[config.mk]
export PLATFORM = sky130hd
export DESIGN_NAME = lcg_random_draw_unit_flat
export DESIGN_NICKNAME = d
export VERILOG_FILES = /design/src/rtl/lcgrd_pkg.sv /design/src/rtl/lcgrd_req_if.sv /design/src/rtl/lcgrd_res_if.sv /design/src/rtl/lcg_random_draw_unit.sv /design/src/rtl/lcgrd_ctrl.sv /design/src/rtl/lcgrd_dp.sv /design/src/flat_wrapper.sv
export SDC_FILE = /design/constraint.sdc
export NUM_CORES = 1
export LEC_CHECK = 0
export ABC_AREA = 1
export BUFFER_PORTS_ARGS = -buffer_cell sky130_fd_sc_hd__buf_2
export CAP_MARGIN = 20
export CORE_ASPECT_RATIO = 1.75
export CORE_UTILIZATION = 55
export CTS_BUF_LIST = sky130_fd_sc_hd__clkbuf_2
export CTS_CLUSTER_DIAMETER = 50
export DETAILED_ROUTE_END_ITERATION = 8
export PLACE_DENSITY = 0.72
export SETUP_SLACK_MARGIN = 0.15
export SYNTH_ARGS = -nofsm -noshare
export SYNTH_HDL_FRONTEND = slang
export SYNTH_HIERARCHICAL = 1
export SYNTH_SLANG_ARGS = --single-unit
[constraint.sdc]
create_clock -name clk -period 10.1 [get_ports clk]
set_input_delay 1.515 -clock clk [delete_from_list [all_inputs] [get_ports clk]]
set_output_delay 1.515 -clock clk [all_outputs]
set_load 0.02 [all_outputs]
[src/rtl/lcgrd_pkg.sv]
// shared types, constants and helper functions of the lcg random draw unit
package lcgrd_pkg;

  localparam int unsigned DRAW_W    = 32;
  localparam int unsigned OPERAND_W = 16;
  localparam int unsigned THR_W     = OPERAND_W + 1;
  localparam int unsigned SHIFT_W   = 4;
  localparam int unsigned LIMIT_W   = 11;
  localparam int unsigned PERC_W    = 7;

  localparam logic [DRAW_W-1:0]    LCG_MUL       = 32'd1664525;
  localparam logic [DRAW_W-1:0]    LCG_ADD       = 32'd1013904223;
  localparam logic [DRAW_W-1:0]    SEED_RESET    = 32'd1;
  localparam logic [OPERAND_W-1:0] CHANCE_SCALE  = 16'd1024;
  localparam logic [OPERAND_W-1:0] PERCENT_MAX   = 16'd100;
  localparam logic [LIMIT_W-1:0]   LIMIT_MAX     = 11'd1024;
  localparam int unsigned          TOP10_PAD     = 6;

  typedef enum logic [1:0] {
    OP_RAW     = 2'd0,
    OP_CHANCE  = 2'd1,
    OP_PERCENT = 2'd2,
    OP_UNIFORM = 2'd3
  } op_t;

  typedef struct packed {
    logic load;
    logic step;
    logic emit;
  } ctl_cmd_t;

  typedef struct packed {
    logic fits;
    logic out_free;
  } dp_sts_t;

  // right shift that keeps the fewest top bits covering the inclusive bound
  function automatic logic [SHIFT_W-1:0] uniform_shift(input logic [OPERAND_W-1:0] bound);
    logic [SHIFT_W-1:0] msb;
    msb = '0;
    for (int i = 0; i < OPERAND_W; i++) begin
      if (bound[i]) begin
        msb = SHIFT_W'(i);
      end
    end
    return SHIFT_W'(OPERAND_W - 1) - msb;
  endfunction

  // percentage 0..100 scaled to a limit out of 1024, floor(p * 10.24)
  function automatic logic [LIMIT_W-1:0] percent_limit(input logic [PERC_W-1:0] perc);
    logic [20:0] prod;
    prod = 21'(perc) * 21'd10486;
    return prod[20:10];
  endfunction

endpackage

[src/rtl/lcgrd_req_if.sv]
// request channel interface of the lcg random draw unit
interface lcgrd_req_if import lcgrd_pkg::*; ();
  logic                 valid;
  logic                 ready;
  logic [1:0]           operation;
  logic [OPERAND_W-1:0] operand;

  modport source (output valid, output operation, output operand, input ready);
  modport sink (input valid, input operation, input operand, output ready);
endinterface

[src/rtl/lcgrd_res_if.sv]
// result channel interface of the lcg random draw unit
interface lcgrd_res_if import lcgrd_pkg::*; ();
  logic              valid;
  logic              ready;
  logic [DRAW_W-1:0] drawn_value;
  logic              success;

  modport source (output valid, output drawn_value, output success, input ready);
  modport sink (input valid, input drawn_value, input success, output ready);
endinterface

[src/rtl/lcg_random_draw_unit.sv]
// Random draw unit on a 32-bit ranqd1 linear congruential generator. An item is
// first accepted and loaded, then takes one generator step per draw, since the
// single multiply-add of the state advances once a cycle while the result
// register has room: raw, chance and percent items take a single draw, a uniform
// item takes as many draws as it needs until one fits the bound (at most 2 draws
// expected for any bound). The result sits in an output register, so the next
// item is accepted while it waits; a draw only holds when that register is
// still full. A zero state is replaced by the seed register (reset 1) first.
module lcg_random_draw_unit import lcgrd_pkg::*; (
  input  logic              clk,
  input  logic              rst_n,
  lcgrd_req_if.sink         in_req,
  lcgrd_res_if.source       out_res,
  input  logic              cfg_wr_en,
  input  logic [DRAW_W-1:0] cfg_wr_data
);

  ctl_cmd_t cmd;
  dp_sts_t  sts;
  logic     in_ready;

  lcgrd_ctrl u_ctrl (
    .clk      (clk),
    .rst_n    (rst_n),
    .in_valid (in_req.valid),
    .in_ready (in_ready),
    .sts      (sts),
    .cmd      (cmd)
  );

  lcgrd_dp u_dp (
    .clk             (clk),
    .rst_n           (rst_n),
    .cfg_wr_en       (cfg_wr_en),
    .cfg_wr_data     (cfg_wr_data),
    .in_operation    (in_req.operation),
    .in_operand      (in_req.operand),
    .cmd             (cmd),
    .sts             (sts),
    .out_valid       (out_res.valid),
    .out_ready       (out_res.ready),
    .out_drawn_value (out_res.drawn_value),
    .out_success     (out_res.success)
  );

  assign in_req.ready = in_ready;

endmodule

[src/rtl/lcgrd_ctrl.sv]
// controller state machine sequencing load, draw and result hand-off
module lcgrd_ctrl import lcgrd_pkg::*; (
  input  logic     clk,
  input  logic     rst_n,
  input  logic     in_valid,
  output logic     in_ready,
  input  dp_sts_t  sts,
  output ctl_cmd_t cmd
);

  typedef enum logic [1:0] {
    ST_IDLE = 2'b01,
    ST_DRAW = 2'b10
  } ctl_state_t;

  ctl_state_t state_r;
  ctl_state_t state_nxt;

  always_comb begin
    cmd       = '0;
    in_ready  = 1'b0;
    state_nxt = state_r;
    case (state_r)
      ST_IDLE: begin
        in_ready = 1'b1;
        if (in_valid) begin
          cmd.load  = 1'b1;
          state_nxt = ST_DRAW;
        end
      end
      ST_DRAW: begin
        if (sts.out_free) begin
          cmd.step = 1'b1;
          if (sts.fits) begin
            cmd.emit  = 1'b1;
            state_nxt = ST_IDLE;
          end
        end
      end
      default: begin
        state_nxt = ST_IDLE;
      end
    endcase
  end

  always_ff @(posedge clk) begin
    if (!rst_n) begin
      state_r <= ST_IDLE;
    end else begin
      state_r <= state_nxt;
    end
  end

`ifndef SYNTHESIS
  a_load_enters_draw: assert property (@(posedge clk) disable iff (!rst_n)
    cmd.load |=> state_r == ST_DRAW)
    else $error("load did not enter draw state");

  a_no_load_while_step: assert property (@(posedge clk) disable iff (!rst_n)
    !(cmd.load && cmd.step))
    else $error("load and step in the same cycle");

  a_emit_needs_step: assert property (@(posedge clk) disable iff (!rst_n)
    cmd.emit |-> cmd.step && sts.fits)
    else $error("result emitted without a fitting draw");
`endif

endmodule

[src/rtl/lcgrd_dp.sv]
// datapath: generator state, seed register, draw evaluation and result register
module lcgrd_dp import lcgrd_pkg::*; (
  input  logic                 clk,
  input  logic                 rst_n,
  input  logic                 cfg_wr_en,
  input  logic [DRAW_W-1:0]    cfg_wr_data,
  input  logic [1:0]           in_operation,
  input  logic [OPERAND_W-1:0] in_operand,
  input  ctl_cmd_t             cmd,
  output dp_sts_t              sts,
  output logic                 out_valid,
  input  logic                 out_ready,
  output logic [DRAW_W-1:0]    out_drawn_value,
  output logic                 out_success
);

  logic [DRAW_W-1:0]  state_r;
  logic [DRAW_W-1:0]  state_nxt;
  logic [DRAW_W-1:0]  seed_r;
  op_t                op_r;
  logic [THR_W-1:0]   thr_r;
  logic [THR_W-1:0]   thr_nxt;
  logic [SHIFT_W-1:0] shift_r;
  logic [SHIFT_W-1:0] shift_nxt;
  logic [DRAW_W-1:0]  out_value_r;
  logic [DRAW_W-1:0]  out_value_nxt;
  logic               out_success_r;
  logic               out_success_nxt;
  logic               out_valid_r;

  logic [DRAW_W-1:0]    base;
  logic [OPERAND_W-1:0] top16;
  logic                 below;
  op_t                  in_op;
  logic [LIMIT_W-1:0]   chance_lim;
  logic [LIMIT_W-1:0]   perc_lim;
  logic [PERC_W-1:0]    perc;

  // threshold on the top 16 bits of the draw, fixed for the whole item
  always_comb begin
    in_op      = op_t'(in_operation);
    shift_nxt  = uniform_shift(in_operand);
    chance_lim = (in_operand >= CHANCE_SCALE) ? LIMIT_MAX : in_operand[LIMIT_W-1:0];
    perc       = (in_operand > PERCENT_MAX) ? PERCENT_MAX[PERC_W-1:0] : in_operand[PERC_W-1:0];
    perc_lim   = percent_limit(perc);
    case (in_op)
      OP_CHANCE:  thr_nxt = {chance_lim, {TOP10_PAD{1'b0}}};
      OP_PERCENT: thr_nxt = {perc_lim, {TOP10_PAD{1'b0}}};
      OP_UNIFORM: thr_nxt = ({1'b0, in_operand} + THR_W'(1)) << shift_nxt;
      default:    thr_nxt = '0;
    endcase
  end

  // one lcg step per cycle while the controller asserts step
  always_comb begin
    base      = (state_r == '0) ? seed_r : state_r;
    state_nxt = base * LCG_MUL + LCG_ADD;
    top16     = state_nxt[DRAW_W-1 -: OPERAND_W];
    below     = {1'b0, top16} < thr_r;
    out_value_nxt   = '0;
    out_success_nxt = 1'b0;
    case (op_r)
      OP_RAW:     out_value_nxt = state_nxt;
      OP_CHANCE:  out_success_nxt = below;
      OP_PERCENT: out_success_nxt = below;
      OP_UNIFORM: out_value_nxt = DRAW_W'(top16 >> shift_r);
      default:    out_value_nxt = '0;
    endcase
    sts.fits     = (op_r != OP_UNIFORM) || below;
    sts.out_free = !out_valid_r || out_ready;
  end

  always_ff @(posedge clk) begin
    if (!rst_n) begin
      state_r     <= '0;
      seed_r      <= SEED_RESET;
      out_valid_r <= 1'b0;
    end else begin
      if (cfg_wr_en) begin
        seed_r <= cfg_wr_data;
      end
      if (cmd.step) begin
        state_r <= state_nxt;
      end
      if (cmd.emit) begin
        out_valid_r <= 1'b1;
      end else if (out_ready) begin
        out_valid_r <= 1'b0;
      end
    end
  end

  always_ff @(posedge clk) begin
    if (cmd.load) begin
      op_r    <= in_op;
      thr_r   <= thr_nxt;
      shift_r <= shift_nxt;
    end
    if (cmd.emit) begin
      out_value_r   <= out_value_nxt;
      out_success_r <= out_success_nxt;
    end
  end

  assign out_valid       = out_valid_r;
  assign out_drawn_value = out_value_r;
  assign out_success     = out_success_r;

`ifndef SYNTHESIS
  a_emit_sets_valid: assert property (@(posedge clk) disable iff (!rst_n)
    cmd.emit |=> out_valid_r)
    else $error("emitted item not held in result register");

  a_step_has_room: assert property (@(posedge clk) disable iff (!rst_n)
    cmd.step |-> !out_valid_r || out_ready)
    else $error("draw taken while result register is blocked");

  a_success_zero_value: assert property (@(posedge clk) disable iff (!rst_n)
    out_valid_r && out_success_r |-> out_value_r == '0)
    else $error("successful chance item carries a value");
`endif

endmodule

[src/flat_wrapper.sv]
// flat-port wrapper written by rule: the top's interface ports become plain ports
module lcg_random_draw_unit_flat import lcgrd_pkg::*;
  (clk, rst_n, cfg_wr_en, cfg_wr_data, in_req_valid, in_req_operation, in_req_operand, in_req_ready, out_res_valid, out_res_drawn_value, out_res_success, out_res_ready);
  lcgrd_req_if in_req_i ();
  lcgrd_res_if out_res_i ();
  input  logic clk;
  input  logic rst_n;
  input  logic cfg_wr_en;
  input  logic [DRAW_W-1:0] cfg_wr_data;
  input wire logic [$bits(in_req_i.valid)-1:0] in_req_valid;
  input wire logic [$bits(in_req_i.operation)-1:0] in_req_operation;
  input wire logic [$bits(in_req_i.operand)-1:0] in_req_operand;
  output wire logic [$bits(in_req_i.ready)-1:0] in_req_ready;
  output wire logic [$bits(out_res_i.valid)-1:0] out_res_valid;
  output wire logic [$bits(out_res_i.drawn_value)-1:0] out_res_drawn_value;
  output wire logic [$bits(out_res_i.success)-1:0] out_res_success;
  input wire logic [$bits(out_res_i.ready)-1:0] out_res_ready;
  assign in_req_i.valid = in_req_valid;
  assign in_req_i.operation = in_req_operation;
  assign in_req_i.operand = in_req_operand;
  assign in_req_ready = in_req_i.ready;
  assign out_res_valid = out_res_i.valid;
  assign out_res_drawn_value = out_res_i.drawn_value;
  assign out_res_success = out_res_i.success;
  assign out_res_i.ready = out_res_ready;
  lcg_random_draw_unit u_core (.clk(clk), .rst_n(rst_n), .in_req(in_req_i), .out_res(out_res_i), .cfg_wr_en(cfg_wr_en), .cfg_wr_data(cfg_wr_data));
endmodule
==> results of run 1 <==
==> cell type report <==
cell class                 count  area (um2)  area share (%)
timing repair buffer          93       475.5           2.755
tap                          378       473.0           2.741
antenna                        1       2.502         0.01450
inverter                     486        1824           10.57
multi-input combinational   1460       11210           64.98
clock inverter                15       161.4          0.9353
sequential                   123        3023           17.52
clock buffer                  17       85.08          0.4930
==> metrics by stage <==
stage | setup WS [ns] | std cells | hold slack (ns)
4_1_cts | 0.7186 | 2571 | 0.4919
6_report | 0.8013 | 2573 | 0.4934
2_1_floorplan | 0.7469 | 2109 | 0.4292
5_1_grt | 0.2138 | 2573 | 0.5135
3_3_place_gp | 0.9098 | 2539 | 0.4559
3_5_place_dp | 0.8089 | 2539 | 0.4575
==> cells by family after synthesis <==
logic type               synth area share [%]
flip-flops                              18.63
multiplexers                           0.1234
XOR/XNOR                                1.981
AO/OA/AOI/OAI                           10.44
adder cells (fa/ha/maj)                 36.65
AND/OR/NAND/NOR                         19.78
buffers and inverters                   12.40
==> cell usage in the layout (no fill, tap or decap), types with 3 or more instances in the layout <==
master    Yosys  layout
xnor2_1      13      13
inv_1       474     474
clkinv_1      4       4
a21o_1        6       6
nand2_4       3       3
xor2_1       20      20
inv_2         8       8
nor4_1        4       4
nor3_1       11      11
or2_2        18      18
nand3_1      95      95
a21oi_2       4       4
nor2_2        5       5
a21oi_1     110     110
nand4_1      14      14
dfxtp_1      67      67
o21ai_0     124     124
a211oi_1      3       3
clkinv_4      0       3
clkbuf_2      0      17
buf_2         6      89
nand3_2       9       9
inv_4         0       3
a31oi_1       8       8
inv_6         0       4
nand2_1     355     355
nor2_1      183     182
nand2_2      11      11
edfxtp_1     56      56
o211ai_1     17      17
or2_1         5       5
nor2_4        3       5
o21ai_1      19      19
nand3b_1      5       5
ha_1        229     229
buf_4         2       4
fa_1        154     154
==> worst min-delay path, stage by stage (launching register included) <==
cell	delay (ns)
dfxtp_1	0.36
nand2_1	0.06
nand3_1	0.05
==> final timing paths <==
| path | to | startpoint | depth (start not counted) | slack, ns |
|---|---|---|---|---|
| worst min register to register | u_core/u_dp/seed_r[0] | u_core/u_dp/seed_r[0] | 2 | 0.49 |
| worst min-delay path | u_core/u_dp/seed_r[0] | u_core/u_dp/seed_r[0] | 2 | 0.49 |
| worst max register to register | u_core/u_dp/out_success | u_core/u_dp/state_r[2] | 39 | 0.80 |
| worst max-delay path | u_core/u_dp/out_success | u_core/u_dp/state_r[2] | 39 | 0.80 |
==> synthesized netlist by cell type (13+ instances only) <==
master,n
a21oi_1,110
xor2_1,20
ha_1,229
o211ai_1,17
nor2_1,183
nand2_1,355
fa_1,154
o21ai_1,19
or2_2,18
xnor2_1,13
edfxtp_1,56
clkbuf_1,30
inv_1,474
o21ai_0,124
nand3_1,95
dfxtp_1,67
nand4_1,14
==> state kept, by name, summed over array words and instances, names as in the netlist <==
name	count
u_core/u_dp/out_valid	1
u_core/u_dp/thr_r	17
u_core/u_dp/out_drawn_value	32
u_core/u_dp/out_success	1
u_core/u_ctrl/state_r	2
u_core/u_dp/shift_r	4
u_core/u_dp/op_r	2
u_core/u_dp/state_r	32
u_core/u_dp/seed_r	32
==> routing by layer <==
layer / vias to the layer above / share of wire, %
li1: 6783 / -
met1: 6753 / 31
met2: 496 / 53
met3: 241 / 3.7
met4: 0 / 12
met5: - / 0
==> metrics, run 1 <==
routed wire length per instance approximately 20 um; I/O Buffers just under 90; CTS clk-pin slew, worst paths about 0.21 ns; Core Area 0.02883 mm2; Setup Crit Path Kind reg2reg; Site Rows between 80 and 90; Clock Latency Late Sink ~0.78 ns; H-tree depth 4; Critical Path Source Type flop; initial antenna violation count 1; Critical Path AT 9.72 ns; Placed Area around 0.017 mm2; critical path's slowest cell fa_1; Yosys cell types just under 60; CTS Sinks between 100 and 150; share of the synthesized area in the top cell type a little under a fifth; setup TNS 0 ns; gr usage total a little over a third; layout cells sized above 1 a little under a tenth; Seq cells post-synth 123; Final Skew approximately 0.042 ns; max-cap viol count 0; fin area around 0.017 mm2; Post-DP HPWL roughly 44 mm; Initial DRT Pass Iterations 6; Worst Tran Pin Value a little over 1 ns; CTS resizes 0; final core occ 59.86%; Final ANT Viol Nets 0; most frequent CP cell inv_1; fmax between 100 and 150 MHz; Post-synth EDFFs 56; aggregate global routing overflow 0; first-pass GRT wire length 78.43 mm; average size of a mapped cell 7.695 um2; Top Ports 90; Rel. slew slack roughly a third; die height ~230 um; Synth async-reset ratio 0%; hold buffers post-CTS 0; Slew Limit Fails 0; ys flop type dfxtp_1; Vias/cell about 5.5; Netlist Area Pre-Place 0.01623 mm2; drt drc 0; Initial Util 56.29%; grt peak-use layer met2; critical path fanouts, max 33; Fill cells between 2000 and 3000; DRT iter0 DRCs just under 800; setup bufs post-CTS 0; Syn Nets about 2500; GRT met2 Usage approximately two thirds; CTS tree done; largest net degree at the start of global routing 47; Critical path buffers and inverters 9; endpoints failing hold 0; Critical Path Max Stage Delay roughly 0.57 ns; CP top delay family adder cells; vias in the first global route 14915; fin nets 2619; worst path required time about 11 ns; worst min-delay path class reg2reg; Final period util 92.07%; global-route track usage on met3 ~4.3%; CTS max path bufs 2; cell taking the most area after synthesis fa_1; Critical Path Sink Type flop; Setup violations, final 0; die area roughly 0.030 mm2; run status complete, no violations; global-route met1 utilization a little under a third; RSZ-0062 raised after global routing no; Clock Tree Root clkbuf_2; Yosys warnings 6; clock buffer count from CTS 17; cells after synthesis 2109; Die Span X ~130 um; min cycle time layout 9.299 ns; wirelength, routed between 50 and 60 mm; gpl congestion ~1.0; Area Growth Syn to Fin 6.337%; post-synthesis sequential area ratio between 10% and 20%; Synth area leaders fa_1, ha_1, inv_1; vias post-DR approximately 14000
Power of run 1 is not shown: default switching activity piles up to over one toggle a cycle in this logic, so the estimate is an artifact.
==> inputs of run 2 (changes only) <==
--- a/config.mk
+++ b/config.mk
@@ -9,11 +9,11 @@
 export BUFFER_PORTS_ARGS = -buffer_cell sky130_fd_sc_hd__buf_2
 export CAP_MARGIN = 20
 export CORE_ASPECT_RATIO = 1.75
-export CORE_UTILIZATION = 55
+export CORE_UTILIZATION = 57
 export CTS_BUF_LIST = sky130_fd_sc_hd__clkbuf_2
 export CTS_CLUSTER_DIAMETER = 50
 export DETAILED_ROUTE_END_ITERATION = 8
-export PLACE_DENSITY = 0.72
+export PLACE_DENSITY = 0.74
 export SETUP_SLACK_MARGIN = 0.15
 export SYNTH_ARGS = -nofsm -noshare
 export SYNTH_HDL_FRONTEND = slang
==> metrics, run 2 (synthesis gave the netlist of run 1 again) <==
run status complete, no violations (unchanged); clock buffer count from CTS 17 (unchanged); GRT met2 Usage 67.17% (was 65.64%); Slew Limit Fails 0 (unchanged); fmax 105.4 MHz (was 107.5 MHz); global-route met1 utilization 33.65% (was 31.20%); vias post-DR 14336 (was 14273); Worst Tran Pin Value 1.157 ns (was 1.016 ns); most frequent CP cell inv_1 (unchanged); gpl congestion 1.049 (was 1.022); CTS Sinks 123 (unchanged); critical path fanouts, max 28 (was 33); Critical Path Sink Type flop (unchanged); CTS clk-pin slew, worst paths 0.17 ns (was 0.21 ns); setup TNS 0 ns (unchanged); Hold WS 0.5067 ns (was 0.4934 ns); Die Span X 129.6 um (was 131.9 um); max-cap viol count 0 (unchanged); fin nets 2622 (was 2619); gr usage total 37.14% (was 34.91%); Critical Path Max Stage Delay 0.58 ns (was 0.57 ns); vias in the first global route 14727 (was 14915); R2R cell count 40 (was 39); Clock Tree Root clkbuf_2 (unchanged); worst setup path start u_core/u_dp/state_r[19] (was u_core/u_dp/state_r[2]); die height 225.2 um (was 229.2 um); hold wc startpoint u_core/u_dp/seed_r[21] (was u_core/u_dp/seed_r[0]); critical path's slowest cell fa_1 (unchanged); Core Area 0.02797 mm2 (was 0.02883 mm2); initial antenna violation count 3 (was 1); CP top delay family adder cells (unchanged); wirelength, routed 51.77 mm (was 51.09 mm); worst hold path endpoint u_core/u_dp/seed_r[21] (was u_core/u_dp/seed_r[0]); Post-DP HPWL 43.34 mm (was 44.06 mm); first-pass GRT wire length 78.42 mm (was 78.43 mm); end of the worst register-to-register path u_core/u_dp/out_drawn_value[14] (was u_core/u_dp/out_success); Clock Latency Late Sink 0.74 ns (was 0.78 ns); Final Skew 0.02838 ns (was 0.04221 ns); area of the multi-input gates 0.01121 mm2 (unchanged); most frequent cells in the layout inv_1, nand2_1, ha_1, nor2_1, fa_1 (unchanged); Setup Crit Path Kind reg2reg (unchanged); worst reg2reg setup slack 0.61 ns (was 0.80 ns); Rel. slew slack 22.63% (was 32.21%); CTS max path bufs 2 (unchanged); DRT iter0 DRCs 935 (was 771); endpoints failing hold 0 (unchanged); Area Growth Syn to Fin 6.376% (was 6.337%); R2R Path Start u_core/u_dp/state_r[19] (was u_core/u_dp/state_r[2]); Initial Util 58.02% (was 56.29%); grt peak-use layer met2 (unchanged); Site Rows 81 (was 82); Top Ports 90 (unchanged); most common cell after layout, fill and taps aside inv_1 (unchanged); worst hold stages 2 (unchanged); min cycle time layout 9.485 ns (was 9.299 ns); Levels on crit path 40 (was 39); worst min-delay path class reg2reg (unchanged); layout cells sized above 1 9.107% (was 9.070%); Setup violations, final 0 (unchanged); aggregate global routing overflow 0 (unchanged); Critical path buffers and inverters 9 (unchanged); Final ANT Viol Nets 0 (unchanged); CTS tree done (unchanged); Critical Path Source Type flop (unchanged); Vias/cell 5.578 (was 5.547); routed wire length per instance 20.14 um (was 19.86 um); worst path required time 10.57 ns (was 10.53 ns); H-tree depth 4 (unchanged); I/O Buffers 89 (unchanged); drt drc 0 (unchanged); Initial DRT Pass Iterations 6 (unchanged); global-route track usage on met3 8.001% (was 4.294%); Reg area 0.003023 mm2 (unchanged); Critical Path AT 9.96 ns (was 9.72 ns); Final period util 93.91% (was 92.07%); Fill cells 2633 (was 2734); RSZ-0062 raised after global routing no (unchanged); die area 0.02918 mm2 (was 0.03023 mm2); largest net degree at the start of global routing 47 (unchanged)
-- run 2: per-stage QoR --
step | std cells | util (%) | worst slack (ns) | cell area [um2]
after detailed placement | 2537 | 60.82 | 0.7137 | 17010
final | 2570 | 61.72 | 0.6149 | 17260
after CTS | 2568 | 61.66 | 0.6073 | 17250
after global routing | 2570 | 61.72 | 0.1509 | 17260
after global placement | 2537 | 60.82 | 0.8373 | 17010
after floorplan | 2109 | - | 0.7469 | 16230
-- run 2: final cells by class --
| type | instances | area share [%] |
|---|---|---|
| multi-input cells | 1460 | 64.95 |
| repair buffers | 96 | 2.906 |
| flip-flops and latches | 123 | 17.51 |
| clock buffers | 22 | 0.6378 |
| inverters | 486 | 10.57 |
| well taps | 373 | 2.703 |
| clock inverters | 9 | 0.7102 |
| diodes | 1 | 0.01449 |
-- run 2: worst max path at each step --
stage	slack [ns]	endpoint
after global placement	0.84	u_core/u_dp/out_success
after CTS	0.61	u_core/u_dp/out_drawn_value[14]
after floorplan	0.75	u_core/u_dp/out_drawn_value[0]
after global routing	0.15	u_core/u_dp/out_drawn_value[14]
after detailed placement	0.71	u_core/u_dp/out_success
final	0.61	u_core/u_dp/out_drawn_value[14]
-- run 2: worst register-to-register path: cells and delay by family, from the launching register on --
family / cells / cell delay [ns]
fa+ha+maj: 9 / 3.95
buf+inv: 9 / 1.04
simple gates: 17 / 2.86
flops: 1 / 0.34
compound gates: 4 / 0.78
xor+xnor: 1 / 0.23
-- run 2: metal layers --
layer / up-vias / wire (um)
li1: 6791 / -
met1: 6792 / 16240
met2: 506 / 27060
met3: 243 / 2920
met4: 4 / 5522
met5: - / 29
-- run 2: timing repair --
action                                  in CTS  in global routing
setup buffers                                0                  0
resized for setup                            0                  1
hold endpoints to repair                     0                  0
endpoints found under the setup margin       0                 28
hold buffers                                 0                  0
Power of run 2 is left out for the same reason.
